==> config.mk <==
export PLATFORM = sky130hd
export DESIGN_NAME = iso_timestamp_to_epoch_seconds
export DESIGN_NICKNAME = d
export VERILOG_FILES = /design/src/hdl/iso_ts_pkg.sv /design/src/hdl/iso_ts_dp.sv /design/src/hdl/iso_ts_ctrl.sv /design/src/hdl/iso_timestamp_to_epoch_seconds.sv
export SDC_FILE = /design/constraint.sdc
export NUM_CORES = 1
export LEC_CHECK = 0
export ABC_AREA = 1
export BUFFER_PORTS_ARGS = -buffer_cell sky130_fd_sc_hd__buf_2
export CAP_MARGIN = 20
export CELL_PAD_IN_SITES_DETAIL_PLACEMENT = 0
export CELL_PAD_IN_SITES_GLOBAL_PLACEMENT = 1
export CORE_UTILIZATION = 55
export CTS_CLUSTER_SIZE = 28
export DETAILED_ROUTE_END_ITERATION = 6
export PLACE_DENSITY_LB_ADDON = 0.1
export SYNTH_ARGS = -nofsm -noshare
export SYNTH_HDL_FRONTEND = slang
export SYNTH_SLANG_ARGS = --single-unit
==> constraint.sdc <==
create_clock -name clk_i -period 14 [get_ports clk_i]
set_input_delay 0.7 -clock clk_i [delete_from_list [all_inputs] [get_ports clk_i]]
set_output_delay 0.7 -clock clk_i [all_outputs]
set_load 0.02 [all_outputs]
==> src/hdl/iso_ts_pkg.sv <==
// Shared constants, command type and calendar tables for the timestamp converter.
`default_nettype none

package iso_ts_pkg;

  // Text layout: YYYY-MM-DDTHH:MM:SSZ, positions counted from zero.
  localparam logic [4:0] TextLen   = 5'd20;
  localparam logic [4:0] PosDash1  = 5'd4;
  localparam logic [4:0] PosDash2  = 5'd7;
  localparam logic [4:0] PosTee    = 5'd10;
  localparam logic [4:0] PosColon1 = 5'd13;
  localparam logic [4:0] PosColon2 = 5'd16;
  localparam logic [4:0] PosZulu   = 5'd19;
  localparam logic [4:0] YearLast  = 5'd3;
  localparam logic [4:0] MonthLast = 5'd6;
  localparam logic [4:0] DayLast   = 5'd9;
  localparam logic [4:0] HourLast  = 5'd12;
  localparam logic [4:0] MinLast   = 5'd15;

  localparam logic [7:0] CharDash  = 8'h2D;
  localparam logic [7:0] CharColon = 8'h3A;
  localparam logic [7:0] CharTee   = 8'h54;
  localparam logic [7:0] CharZulu  = 8'h5A;
  localparam logic [7:0] CharZero  = 8'h30;
  localparam logic [7:0] CharNine  = 8'h39;
  localparam logic [7:0] CharNul   = 8'h00;

  localparam int unsigned SecsW = 39;

  typedef struct packed {
    logic take;      // a text byte is accepted this cycle
    logic clear;     // return the field gatherer to its reset values
    logic era_en;    // conversion step 1: 400-year era of the year
    logic yoe_en;    // step 2: year of era, day of year, range checks
    logic doe_en;    // step 3: day of era and time of day
    logic days_en;   // step 4: days relative to 1970-01-01
    logic secs_en;   // step 5: seconds
    logic load_out;  // move the result into the output register
  } iso_ts_cmd_t;

  // Days in a month of a common year; zero for a month number out of range.
  function automatic logic [6:0] days_in_month(input logic [6:0] m);
    logic [6:0] r;
    unique case (m)
      7'd1, 7'd3, 7'd5, 7'd7, 7'd8, 7'd10, 7'd12: r = 7'd31;
      7'd4, 7'd6, 7'd9, 7'd11:                    r = 7'd30;
      7'd2:                                       r = 7'd28;
      default:                                    r = 7'd0;
    endcase
    return r;
  endfunction

  // Day of a March-based year on which the month starts.
  function automatic logic [8:0] month_day_base(input logic [6:0] m);
    logic [8:0] r;
    unique case (m)
      7'd3:    r = 9'd0;
      7'd4:    r = 9'd31;
      7'd5:    r = 9'd61;
      7'd6:    r = 9'd92;
      7'd7:    r = 9'd122;
      7'd8:    r = 9'd153;
      7'd9:    r = 9'd184;
      7'd10:   r = 9'd214;
      7'd11:   r = 9'd245;
      7'd12:   r = 9'd275;
      7'd1:    r = 9'd306;
      7'd2:    r = 9'd337;
      default: r = 9'd0;
    endcase
    return r;
  endfunction

endpackage

`default_nettype wire

==> src/hdl/iso_ts_dp.sv <==
// Datapath: field gatherer, five-step date conversion and output register.
`default_nettype none

module iso_ts_dp
  import iso_ts_pkg::*;
(
  input  wire logic                    clk_i,
  input  wire logic                    rst_ni,
  input  wire iso_ts_cmd_t             cmd_i,
  input  wire logic [7:0]              text_byte_i,
  output logic                         date_ok_o,
  output logic signed [SecsW-1:0]      epoch_seconds_o
);

  // Field gatherer state.
  logic [4:0]  pos_q, pos_d;
  logic        ended_q, ended_d;
  logic        err_q, err_d;
  logic [13:0] year_q, year_d;
  logic [6:0]  month_q, month_d;
  logic [6:0]  day_q, day_d;
  logic [6:0]  hour_q, hour_d;
  logic [6:0]  min_q, min_d;
  logic [6:0]  sec_q, sec_d;

  logic       is_digit;
  logic [6:0] digit;

  assign is_digit = (text_byte_i >= CharZero) && (text_byte_i <= CharNine);
  assign digit    = {3'd0, text_byte_i[3:0]};

  always_comb begin
    pos_d   = pos_q;
    ended_d = ended_q;
    err_d   = err_q;
    year_d  = year_q;
    month_d = month_q;
    day_d   = day_q;
    hour_d  = hour_q;
    min_d   = min_q;
    sec_d   = sec_q;
    if (cmd_i.clear) begin
      pos_d   = 5'd0;
      ended_d = 1'b0;
      err_d   = 1'b0;
      year_d  = 14'd0;
      month_d = 7'd0;
      day_d   = 7'd0;
      hour_d  = 7'd0;
      min_d   = 7'd0;
      sec_d   = 7'd0;
    end else if (cmd_i.take) begin
      if (!ended_q && !err_q) begin
        if (pos_q < TextLen) begin
          priority if (pos_q == PosDash1 || pos_q == PosDash2) begin
            if (text_byte_i != CharDash) err_d = 1'b1;
          end else if (pos_q == PosColon1 || pos_q == PosColon2) begin
            if (text_byte_i != CharColon) err_d = 1'b1;
          end else if (pos_q == PosTee) begin
            if (text_byte_i != CharTee) err_d = 1'b1;
          end else if (pos_q == PosZulu) begin
            if (text_byte_i != CharZulu) err_d = 1'b1;
          end else if (!is_digit) begin
            err_d = 1'b1;
          end else if (pos_q <= YearLast) begin
            year_d = year_q * 14'd10 + {7'd0, digit};
          end else if (pos_q <= MonthLast) begin
            month_d = month_q * 7'd10 + digit;
          end else if (pos_q <= DayLast) begin
            day_d = day_q * 7'd10 + digit;
          end else if (pos_q <= HourLast) begin
            hour_d = hour_q * 7'd10 + digit;
          end else if (pos_q <= MinLast) begin
            min_d = min_q * 7'd10 + digit;
          end else begin
            sec_d = sec_q * 7'd10 + digit;
          end
        end else if (text_byte_i == CharNul) begin
          ended_d = 1'b1;
        end else begin
          err_d = 1'b1;
        end
      end
      if (pos_q < TextLen) pos_d = pos_q + 5'd1;
    end
  end

  always_ff @(posedge clk_i or negedge rst_ni) begin
    if (!rst_ni) begin
      pos_q   <= 5'd0;
      ended_q <= 1'b0;
      err_q   <= 1'b0;
      year_q  <= 14'd0;
      month_q <= 7'd0;
      day_q   <= 7'd0;
      hour_q  <= 7'd0;
      min_q   <= 7'd0;
      sec_q   <= 7'd0;
    end else begin
      pos_q   <= pos_d;
      ended_q <= ended_d;
      err_q   <= err_d;
      year_q  <= year_d;
      month_q <= month_d;
      day_q   <= day_d;
      hour_q  <= hour_d;
      min_q   <= min_d;
      sec_q   <= sec_d;
    end
  end

  // Step 1: era of the year, floor(year / 400) by reciprocal multiply.
  logic [4:0]  era_q;
  logic [26:0] era_prod;

  assign era_prod = {13'd0, year_q} * 27'd5243;

  always_ff @(posedge clk_i) begin
    if (cmd_i.era_en) era_q <= era_prod[25:21];
  end

  // Step 2: year of era shifted to a March-based year, range checks.
  logic [13:0]       rem_full;
  logic [8:0]        rem;
  logic              leap, early, ok_d;
  logic [6:0]        day_lim;
  logic [8:0]        yoe_d, doy_d;
  logic signed [5:0] era_s_d;
  logic [8:0]        yoe_q, doy_q;
  logic signed [5:0] era_s_q;
  logic              ok_q;

  always_comb begin
    rem_full = year_q - {9'd0, era_q} * 14'd400;
    rem      = rem_full[8:0];
    // Year mod 400 settles the century rules; year mod 4 is its low bits.
    leap     = (year_q[1:0] == 2'd0) && (rem != 9'd100) && (rem != 9'd200)
               && (rem != 9'd300);
    day_lim  = days_in_month(month_q) + {6'd0, (month_q == 7'd2) && leap};
    ok_d     = !err_q && (pos_q == TextLen)
               && (month_q >= 7'd1) && (month_q <= 7'd12)
               && (hour_q <= 7'd23) && (min_q <= 7'd59) && (sec_q <= 7'd59)
               && (day_q >= 7'd1) && (day_q <= day_lim);
    early    = (month_q <= 7'd2);
    era_s_d  = $signed({1'b0, era_q});
    yoe_d    = rem;
    if (early) begin
      if (rem == 9'd0) begin
        yoe_d   = 9'd399;
        era_s_d = $signed({1'b0, era_q}) - 6'sd1;
      end else begin
        yoe_d = rem - 9'd1;
      end
    end
    doy_d = month_day_base(month_q) + {2'd0, day_q} - 9'd1;
  end

  always_ff @(posedge clk_i) begin
    if (cmd_i.yoe_en) begin
      yoe_q   <= yoe_d;
      doy_q   <= doy_d;
      era_s_q <= era_s_d;
      ok_q    <= ok_d;
    end
  end

  // Step 3: day of era and seconds into the day.
  logic [14:0] q100_prod;
  logic [17:0] doe_d, doe_q;
  logic [16:0] tod_d, tod_q;

  assign q100_prod = {6'd0, yoe_q} * 15'd41;
  assign doe_d = {9'd0, yoe_q} * 18'd365 + {11'd0, yoe_q[8:2]}
                 - {16'd0, q100_prod[13:12]} + {9'd0, doy_q};
  assign tod_d = {10'd0, hour_q} * 17'd3600 + {10'd0, min_q} * 17'd60
                 + {10'd0, sec_q};

  always_ff @(posedge clk_i) begin
    if (cmd_i.doe_en) begin
      doe_q <= doe_d;
      tod_q <= tod_d;
    end
  end

  // Step 4: days since 1970-01-01.
  logic signed [23:0] era_x, days_d, days_q;

  assign era_x  = $signed({{18{era_s_q[5]}}, era_s_q});
  assign days_d = era_x * 24'sd146097 + $signed({6'd0, doe_q}) - 24'sd719468;

  always_ff @(posedge clk_i) begin
    if (cmd_i.days_en) days_q <= days_d;
  end

  // Step 5: seconds, kept to the 39-bit two's complement result.
  logic signed [SecsW-1:0] days_w, secs_d, secs_q;

  assign days_w = $signed({{(SecsW-24){days_q[23]}}, days_q});
  assign secs_d = days_w * 39'sd86400 + $signed({22'd0, tod_q});

  always_ff @(posedge clk_i) begin
    if (cmd_i.secs_en) secs_q <= secs_d;
  end

  // Output register.
  always_ff @(posedge clk_i) begin
    if (cmd_i.load_out) begin
      date_ok_o       <= ok_q;
      epoch_seconds_o <= ok_q ? secs_q : '0;
    end
  end

endmodule

`default_nettype wire

==> src/hdl/iso_ts_ctrl.sv <==
// Controller: request handshakes and sequencing of the conversion steps.
`default_nettype none

module iso_ts_ctrl
  import iso_ts_pkg::*;
(
  input  wire logic  clk_i,
  input  wire logic  rst_ni,
  input  wire logic  in_valid_i,
  output logic       in_ready_o,
  input  wire logic  end_of_text_i,
  output logic       out_valid_o,
  input  wire logic  out_ready_i,
  output iso_ts_cmd_t cmd_o
);

  localparam logic [2:0] S_IDLE = 3'd0;
  localparam logic [2:0] S_ERA  = 3'd1;
  localparam logic [2:0] S_YOE  = 3'd2;
  localparam logic [2:0] S_DOE  = 3'd3;
  localparam logic [2:0] S_DAYS = 3'd4;
  localparam logic [2:0] S_SECS = 3'd5;
  localparam logic [2:0] S_OUT  = 3'd6;

  logic [2:0] state_q, state_d;
  logic       out_valid_q, out_valid_d;
  logic       in_fire;

  assign in_ready_o  = (state_q == S_IDLE);
  assign in_fire     = in_valid_i && in_ready_o;
  assign out_valid_o = out_valid_q;

  always_comb begin
    state_d = state_q;
    cmd_o   = '0;
    unique case (state_q)
      S_IDLE: begin
        cmd_o.take = in_fire;
        if (in_fire && end_of_text_i) state_d = S_ERA;
      end
      S_ERA: begin
        cmd_o.era_en = 1'b1;
        state_d      = S_YOE;
      end
      S_YOE: begin
        cmd_o.yoe_en = 1'b1;
        state_d      = S_DOE;
      end
      S_DOE: begin
        cmd_o.doe_en = 1'b1;
        state_d      = S_DAYS;
      end
      S_DAYS: begin
        cmd_o.days_en = 1'b1;
        state_d       = S_SECS;
      end
      S_SECS: begin
        cmd_o.secs_en = 1'b1;
        cmd_o.clear   = 1'b1;
        state_d       = S_OUT;
      end
      S_OUT: begin
        if (!out_valid_q || out_ready_i) begin
          cmd_o.load_out = 1'b1;
          state_d        = S_IDLE;
        end
      end
      default: state_d = S_IDLE;
    endcase
  end

  always_comb begin
    out_valid_d = out_valid_q;
    if (cmd_o.load_out) begin
      out_valid_d = 1'b1;
    end else if (out_valid_q && out_ready_i) begin
      out_valid_d = 1'b0;
    end
  end

  always_ff @(posedge clk_i or negedge rst_ni) begin
    if (!rst_ni) begin
      state_q     <= S_IDLE;
      out_valid_q <= 1'b0;
    end else begin
      state_q     <= state_d;
      out_valid_q <= out_valid_d;
    end
  end

`ifndef ASSERT_OFF
  a_last_starts_conv: assert property (@(posedge clk_i) disable iff (!rst_ni)
    (in_valid_i && in_ready_o && end_of_text_i) |=> (state_q == S_ERA))
    else $error("last byte did not start the conversion");

  a_valid_from_out: assert property (@(posedge clk_i) disable iff (!rst_ni)
    $rose(out_valid_q) |-> $past(state_q == S_OUT))
    else $error("result shown without passing the output step");

  a_out_waits: assert property (@(posedge clk_i) disable iff (!rst_ni)
    (state_q == S_OUT && out_valid_q && !out_ready_i) |=> (state_q == S_OUT))
    else $error("pending result overwritten");

  a_clear_then_out: assert property (@(posedge clk_i) disable iff (!rst_ni)
    cmd_o.clear |=> (state_q == S_OUT))
    else $error("gatherer cleared outside the final step");
`endif

endmodule

`default_nettype wire

==> src/hdl/iso_timestamp_to_epoch_seconds.sv <==
// Top level: ISO 8601 UTC timestamp text to signed Unix seconds.
// Input: a byte without the end mark is taken while idle; the byte with the end mark starts a
// five-step conversion; no further byte is taken until the output register is loaded.
// Output: out_valid_o rises after the request carrying the end mark is accepted, once the
// five sequenced conversion steps have run and the output register has been loaded.
// Reset: rst_ni is asynchronous, active low; it empties the output and clears the gatherer.
`default_nettype none

module iso_timestamp_to_epoch_seconds
  import iso_ts_pkg::*;
(
  input  wire logic                clk_i,
  input  wire logic                rst_ni,
  // Input request: one text byte with its end mark.
  input  wire logic                in_valid_i,
  output logic                     in_ready_o,
  input  wire logic [7:0]          text_byte_i,
  input  wire logic                end_of_text_i,
  // Output request: one result per text.
  output logic                     out_valid_o,
  input  wire logic                out_ready_i,
  output logic                     date_ok_o,
  output logic signed [SecsW-1:0]  epoch_seconds_o
);

  // The controller accepts bytes while idle and walks the datapath through
  // era, year-of-era, day-of-era, day count and seconds once the final byte
  // has been taken. The output register decouples the sink: further bytes of
  // the next text are taken while a finished result waits to be collected.
  iso_ts_cmd_t cmd;

  iso_ts_ctrl u_ctrl (
    .clk_i        (clk_i),
    .rst_ni       (rst_ni),
    .in_valid_i   (in_valid_i),
    .in_ready_o   (in_ready_o),
    .end_of_text_i(end_of_text_i),
    .out_valid_o  (out_valid_o),
    .out_ready_i  (out_ready_i),
    .cmd_o        (cmd)
  );

  // The datapath holds the gathered fields, checks their ranges (including
  // the Gregorian leap day) and converts the date with the days-from-civil
  // method; the seconds are forced to zero when the text is not valid.
  iso_ts_dp u_dp (
    .clk_i          (clk_i),
    .rst_ni         (rst_ni),
    .cmd_i          (cmd),
    .text_byte_i    (text_byte_i),
    .date_ok_o      (date_ok_o),
    .epoch_seconds_o(epoch_seconds_o)
  );

endmodule

`default_nettype wire
==> results of run 1 <==
==> worst max-delay path, cell delays in order, from the launching register on <==
cell and delay [ns]:
edfxtp_1 0.66, ha_1 0.34, fa_1 0.47, ha_1 0.31
ha_1 0.32, a21oi_1 0.16, o21ai_0 0.12, nand4_1 0.08
o211ai_1 0.14, a21oi_1 0.20, xnor2_1 0.15, ha_1 0.16
inv_1 0.04, ha_1 0.18, fa_1 0.50, fa_1 0.61
inv_1 0.06, ha_1 0.27, nand3_1 0.07, nand2_1 0.11
a31oi_1 0.13, o21ai_0 0.38, a21boi_0 0.21, o21ai_0 0.30
nand2_1 0.12, nand3_1 0.09, nand2_1 0.05
==> routing by layer <==
metal,vias to the layer above,global-route usage
li1,10672,-
met2,271,0.4358
met3,62,0.02199
met4,0,0.04863
met1,10080,0.3222
met5,-,0
==> stage by stage <==
| stage | cell area, um2 | instances | setup WS (ns) |
|---|---|---|---|
| after floorplan | 28780 | 3313 | 8.198 |
| after global placement | 29890 | 4037 | 7.705 |
| after detailed placement | 29890 | 4037 | 7.534 |
| after CTS | 30850 | 4088 | 7.490 |
| after global routing | 30870 | 4089 | 6.965 |
| final | 30870 | 4089 | 7.506 |
==> flip-flops by register name (all words and copies together) (netlist names), 3 cells and up <==
signal	count
u_dp.doy_q	9
u_dp.yoe_q	9
u_dp.sec_q	7
u_dp.doe_q	18
u_dp.min_q	7
u_dp.era_s_q	6
u_dp.era_q	5
u_dp.tod_q	17
u_dp.year_q	14
u_dp.hour_q	7
u_dp.epoch_seconds_o	39
u_dp.pos_q	5
u_dp.month_q	7
u_dp.day_q	7
u_ctrl.state_q	3
u_dp.days_q	24
u_dp.secs_q	39
==> kinds of logic after synthesis <==
kind of cell	after synthesis	share of synthesized area
xor gates and xnor gates	159	0.04866
DFF	228	0.2275
AOI/OAI and AO/OA	333	0.06583
and+or+nand+nor	995	0.1481
adders and majority gates	773	0.4019
buffers and inverters	825	0.1081
==> final cells by class <==
type,count,area (um2)
Multi-Input combinational cell,2260,19140
Clock buffer,32,715.7
Clock inverter,19,239.0
Fill cell,4646,20640
Tap cell,680,850.8
Timing Repair Buffer,62,342.8
Inverter,808,3033
Sequential cell,228,6546
==> path summary, 6_finish.rpt <==
kind,start,cells past startpoint,endpoint
min in group clk_i,out_ready_i,2,u_ctrl.out_valid_o
max in group asynchronous,rst_ni,2,u_ctrl.out_valid_o
setup reg to reg,u_dp.yoe_q[4],26,u_dp.doe_q[15]
hold reg to reg,u_dp.tod_q[6],0,u_dp.secs_q[6]
hold / removal,rst_ni,2,u_dp.year_q[12]
setup / recovery,u_dp.yoe_q[4],26,u_dp.doe_q[15]
==> synth_stat cells, drive strengths merged, types with 10 or more instances <==
cell    number
inv        807
nand2      571
ha         521
fa         252
nor2       193
edfxtp     168
a21oi      137
nand3      127
o21ai      105
xor2        95
xnor2       64
dfrtp       60
nand4       37
nor3        33
a31oi       16
nand3b      14
o31ai       13
o211ai      11
o21bai      11
o22ai       10
==> layout by cell type (no fill, tap or decap), types with 7 or more instances in the layout <==
cell       instances
nor2_1           176
nand2_1          563
ha_1             521
dfrtp_1           60
o22ai_1           10
o31ai_1           13
nand3_1          120
xnor2_1           64
xor2_1            94
nor2_2            12
a21oi_1          135
nand3_2            7
clkbuf_16         28
nand2_2            8
edfxtp_1         168
buf_2             54
o21bai_1          11
inv_1            802
nor3_1            29
buf_4              7
nand3b_1          14
o211ai_1          11
a21o_1             8
nand4_1           37
fa_1             252
o21ai_0          103
nor4_1             8
a211oi_1           7
a31oi_1           16
==> results.sh, run 1 <==
export IMPL_grtUsageTotal=0.2441
export IMPL_syn_to_final_growth_pct=7.275
export IMPL_die_y_um=230.7
export IMPL_ys_warn_count=0
export IMPL_clock_latency_ns=0.58
export IMPL_drive_gt1_frac=0.04429
export IMPL_outcome="completed"
export IMPL_htree_levels=1
export IMPL_wl_met2_um=31440
export IMPL_antennaDiodeCount=0
export IMPL_nets=4174
export IMPL_dr_pass1_iters=5
export IMPL_grt_pass1_wl_um=105500
export IMPL_synth_top_cell_area_share=0.2265
export IMPL_rsz0062_at_grt="no"
export IMPL_tns_ns=0
export IMPL_wl_met1_um=28690
export IMPL_fin_skew_ns=0.01987
export IMPL_fin_util=0.5993
export IMPL_seq_area_frac_synth=0.2275
export IMPL_drc=0
export IMPL_wl_per_cell_um=15.36
export IMPL_cts_buffer_depth=3
export IMPL_grt_pass1_vias=21518
export IMPL_path_clk_slew_ns=0.06
export IMPL_gp_congestion=0.9069
export IMPL_cts_tree="built"
export IMPL_ys_seq_elements=228
export IMPL_holdBufCountCts=0
export IMPL_cts_made_buffers=28
export IMPL_start_util=0.5586
export IMPL_relSlewSlack=0.4276
export IMPL_holdWs_ns=0.2958
export IMPL_io_buffers=54
export IMPL_postCtsSetupBuffers=0
export IMPL_synth_avg_cell_area_um2=8.686
export IMPL_start_kind="flop"
export IMPL_post_cts_resized=0
export IMPL_vias=21085
export IMPL_die_x_um=230.7
export IMPL_rows=83
export IMPL_dieArea_um2=53240
export IMPL_ys_types=53
export IMPL_synth_area_top_cells="ha_1 (23%), fa_1 (18%), edfxtp_1 (18%)"
export IMPL_arrival_ns=6.82
export IMPL_final_antenna_net_count=0
export IMPL_setup_violations=0
export IMPL_wl_met3_um=1648
export IMPL_via_per_inst=5.157
export IMPL_antenna_found_initial=0
export IMPL_netlist_area_um2=28780
export IMPL_synth_top_cell_by_area="ha_1"
export IMPL_gr_total_overflow=0
export IMPL_synth_edf_count=168
export IMPL_drv_slew=0
export IMPL_cts_sinks=228
export IMPL_initialDrtViolationCount=1023
export IMPL_r2r_slack_ns=7.51
export IMPL_synth_cells=3313
export IMPL_grt_max_degree=63
export IMPL_tightest_slew_ns=0.8586
export IMPL_synthArstFlopShare=0.2632
export IMPL_drt_total_wl_um=62790
export IMPL_finalCritPeriodShare=0.4639
export IMPL_crit_type="flop to flop"
export IMPL_max_freq_mhz=154.0
export IMPL_synth_flop_cell="edfxtp_1"
export IMPL_synth_fp_nets=4099
export IMPL_cap_violations=0
export IMPL_pin_count=55
export IMPL_dp_hpwl_um=53130
export IMPL_cp_end_kind="flop"
export IMPL_root_buffer="clkbuf_16"
export IMPL_core_um2=51510
export IMPL_highest_layer="met4"
export IMPL_cp_max_fo=10
export IMPL_min_period_ns=6.494
export IMPL_worstHoldPathType="input port to async pin"
export IMPL_hold_viol=0
export IMPL_required_ns=14.32
Power of run 1 is left out: the tool's default activity adds up to more than one toggle a clock period on the data nets, which glitch-free logic cannot reach.
==> inputs of run 2 (changes only) <==
- CORE_UTILIZATION: 55 -> 51
- clock period: 14 -> 6.2 ns (I/O delays scaled with it)
==> run 2 against run 1 <==
Compared with the run above: fmax up 11%; sequential share of layout area down 0.16 points; flip-flop and latch count unchanged; worst hold slack worse by 0.23 ns; final cell count up 2.1%; critical path depth up 2; utilization down 3.8 points; wire length up 0.21%; critical endpoint unchanged; largest cell class unchanged.
==> results.sh, run 2 (same netlist as run 1, synthesis figures left out) <==
export IMPL_reg_largest_list="u_dp.epoch_seconds_o x39, u_dp.secs_q x39, u_dp.days_q x24"
export IMPL_io_buffers=54
export IMPL_cp_slowest_cell="fa_1"
export IMPL_worstHoldPathType="input port to flop"
export IMPL_hold_depth=4
export IMPL_final_antenna_net_count=0
export IMPL_final_cell_mix="inv_1 (802), nand2_1 (563), ha_1 (521)"
export IMPL_cts_sinks=228
export IMPL_via_per_inst=5.069
export IMPL_pin_count=55
export IMPL_clock_latency_ns=0.58
export IMPL_drv_slew=0
export IMPL_root_buffer="clkbuf_16"
export IMPL_design_area_um2=31100
export IMPL_cp_max_fo=8
export IMPL_grt_pass1_vias=21391
export IMPL_syn_to_final_growth_pct=8.083
export IMPL_tightest_slew_ns=0.8855
export IMPL_worst_r2r_path_depth=28
export IMPL_min_period_ns=5.867
export IMPL_die_x_um=239.5
export IMPL_required_ns=6.52
export IMPL_grt_pass1_wl_um=105700
export IMPL_finalCritPeriodShare=0.9463
export IMPL_fin_skew_ns=0.02730
export IMPL_antenna_found_initial=0
export IMPL_cts_buffer_depth=3
export IMPL_max_freq_mhz=170.5
export IMPL_cap_violations=0
export IMPL_gp_congestion=0.8861
export IMPL_slowest_delay_ns=0.61
export IMPL_die_y_um=239.5
export IMPL_wl_per_cell_um=15.07
export IMPL_layout_commonest_cell="inv_1"
export IMPL_grtUsageTotal=0.2281
export IMPL_nets=4190
export IMPL_tns_ns=0
export IMPL_outcome="completed"
export IMPL_gr_total_overflow=0
export IMPL_start_kind="flop"
export IMPL_start_util=0.5193
export IMPL_hold_viol=0
export IMPL_setup_violations=0
export IMPL_drc=0
export IMPL_dieArea_um2=57370
export IMPL_htree_levels=1
export IMPL_cts_made_buffers=29
export IMPL_placed_area_um2=30070
export IMPL_rows=86
export IMPL_crit_type="flop to flop"
export IMPL_grt_max_degree=63
export IMPL_dr_pass1_iters=5
export IMPL_cts_tree="built"
export IMPL_antennaDiodeCount=0
export IMPL_drt_total_wl_um=62920
export IMPL_core_um2=55420
export IMPL_vias=21164
export IMPL_relSlewSlack=0.4097
export IMPL_arrival_ns=6.19
export IMPL_drive_gt1_frac=0.05077
export IMPL_initialDrtViolationCount=971
export IMPL_path_clk_slew_ns=0.06
export IMPL_dp_hpwl_um=53320
export IMPL_cp_end_kind="flop"
[run 2: changes by cell type in the layout (fill, tap and decap cells not counted), sizes merged]
| cell | previous run | this run |
|---|---|---|
| dlygate4sd3 | 0 | 2 |
| inv | 810 | 811 |
| clkinv | 10 | 13 |
| bufinv | 4 | 3 |
| buf | 62 | 75 |
[run 2: area by class of cell]
cell class,instances,area (um2)
inverter,808,3033
clock buffer,32,737.0
timing repair buffer,77,460.4
tap,748,935.9
fill,5204,24310
multi-input combinational,2260,19170
clock inverter,22,219.0
sequential,228,6546
[run 2: final timing paths]
check	start	to	slack, ns
max in group asynchronous	rst_ni	u_dp.min_q[5]	5.16
worst max-delay path	u_dp.yoe_q[2]	u_dp.doe_q[15]	0.33
worst min register to register	u_dp.tod_q[5]	u_dp.secs_q[5]	0.42
min in group asynchronous	rst_ni	u_dp.year_q[13]	0.43
worst min-delay path	text_byte_i[5]	u_dp.ended_q	0.06
worst max register to register	u_dp.yoe_q[2]	u_dp.doe_q[15]	0.33
[run 2: worst max-delay path, delay by kind of cell (launching register included)]
kind,cells,cell delay [ns]
xor+xnor,1,0.17
buf+inv,3,0.30
compound gates,7,1.22
flops,1,0.39
simple gates,8,0.58
fa+ha+maj,9,2.97
[run 2: metrics by stage]
stage	instances	utilization	setup WS [ns]	hold slack, ns
CTS	4173	0.5602	0.001522	0.02364
detailed placement	4117	0.5426	0.05886	0.4057
global placement	4117	0.5426	0.1403	0.4023
finish	4175	0.5612	0.3332	0.06155
global route	4175	0.5612	-0.0001434	0.07142
floorplan	3313	-	0.3975	0.01441
[run 2: what timing repair did]
item,4_1_cts,5_1_grt
endpoints found under the hold margin,61,0
buffers inserted,0,1
resized for setup,0,10
endpoints found under the setup margin,0,5
hold buffers,2,0
[run 2: per-layer routing]
layer | vias up | global-route usage | share of wire
li1 | 10718 | - | -
met1 | 10108 | 0.3147 | 0.47
met2 | 267 | 0.3865 | 0.48
met3 | 71 | 0.02213 | 0.029
met4 | 0 | 0.05070 | 0.020
met5 | - | 0 | 0
Power of run 2 is left out for the same reason.
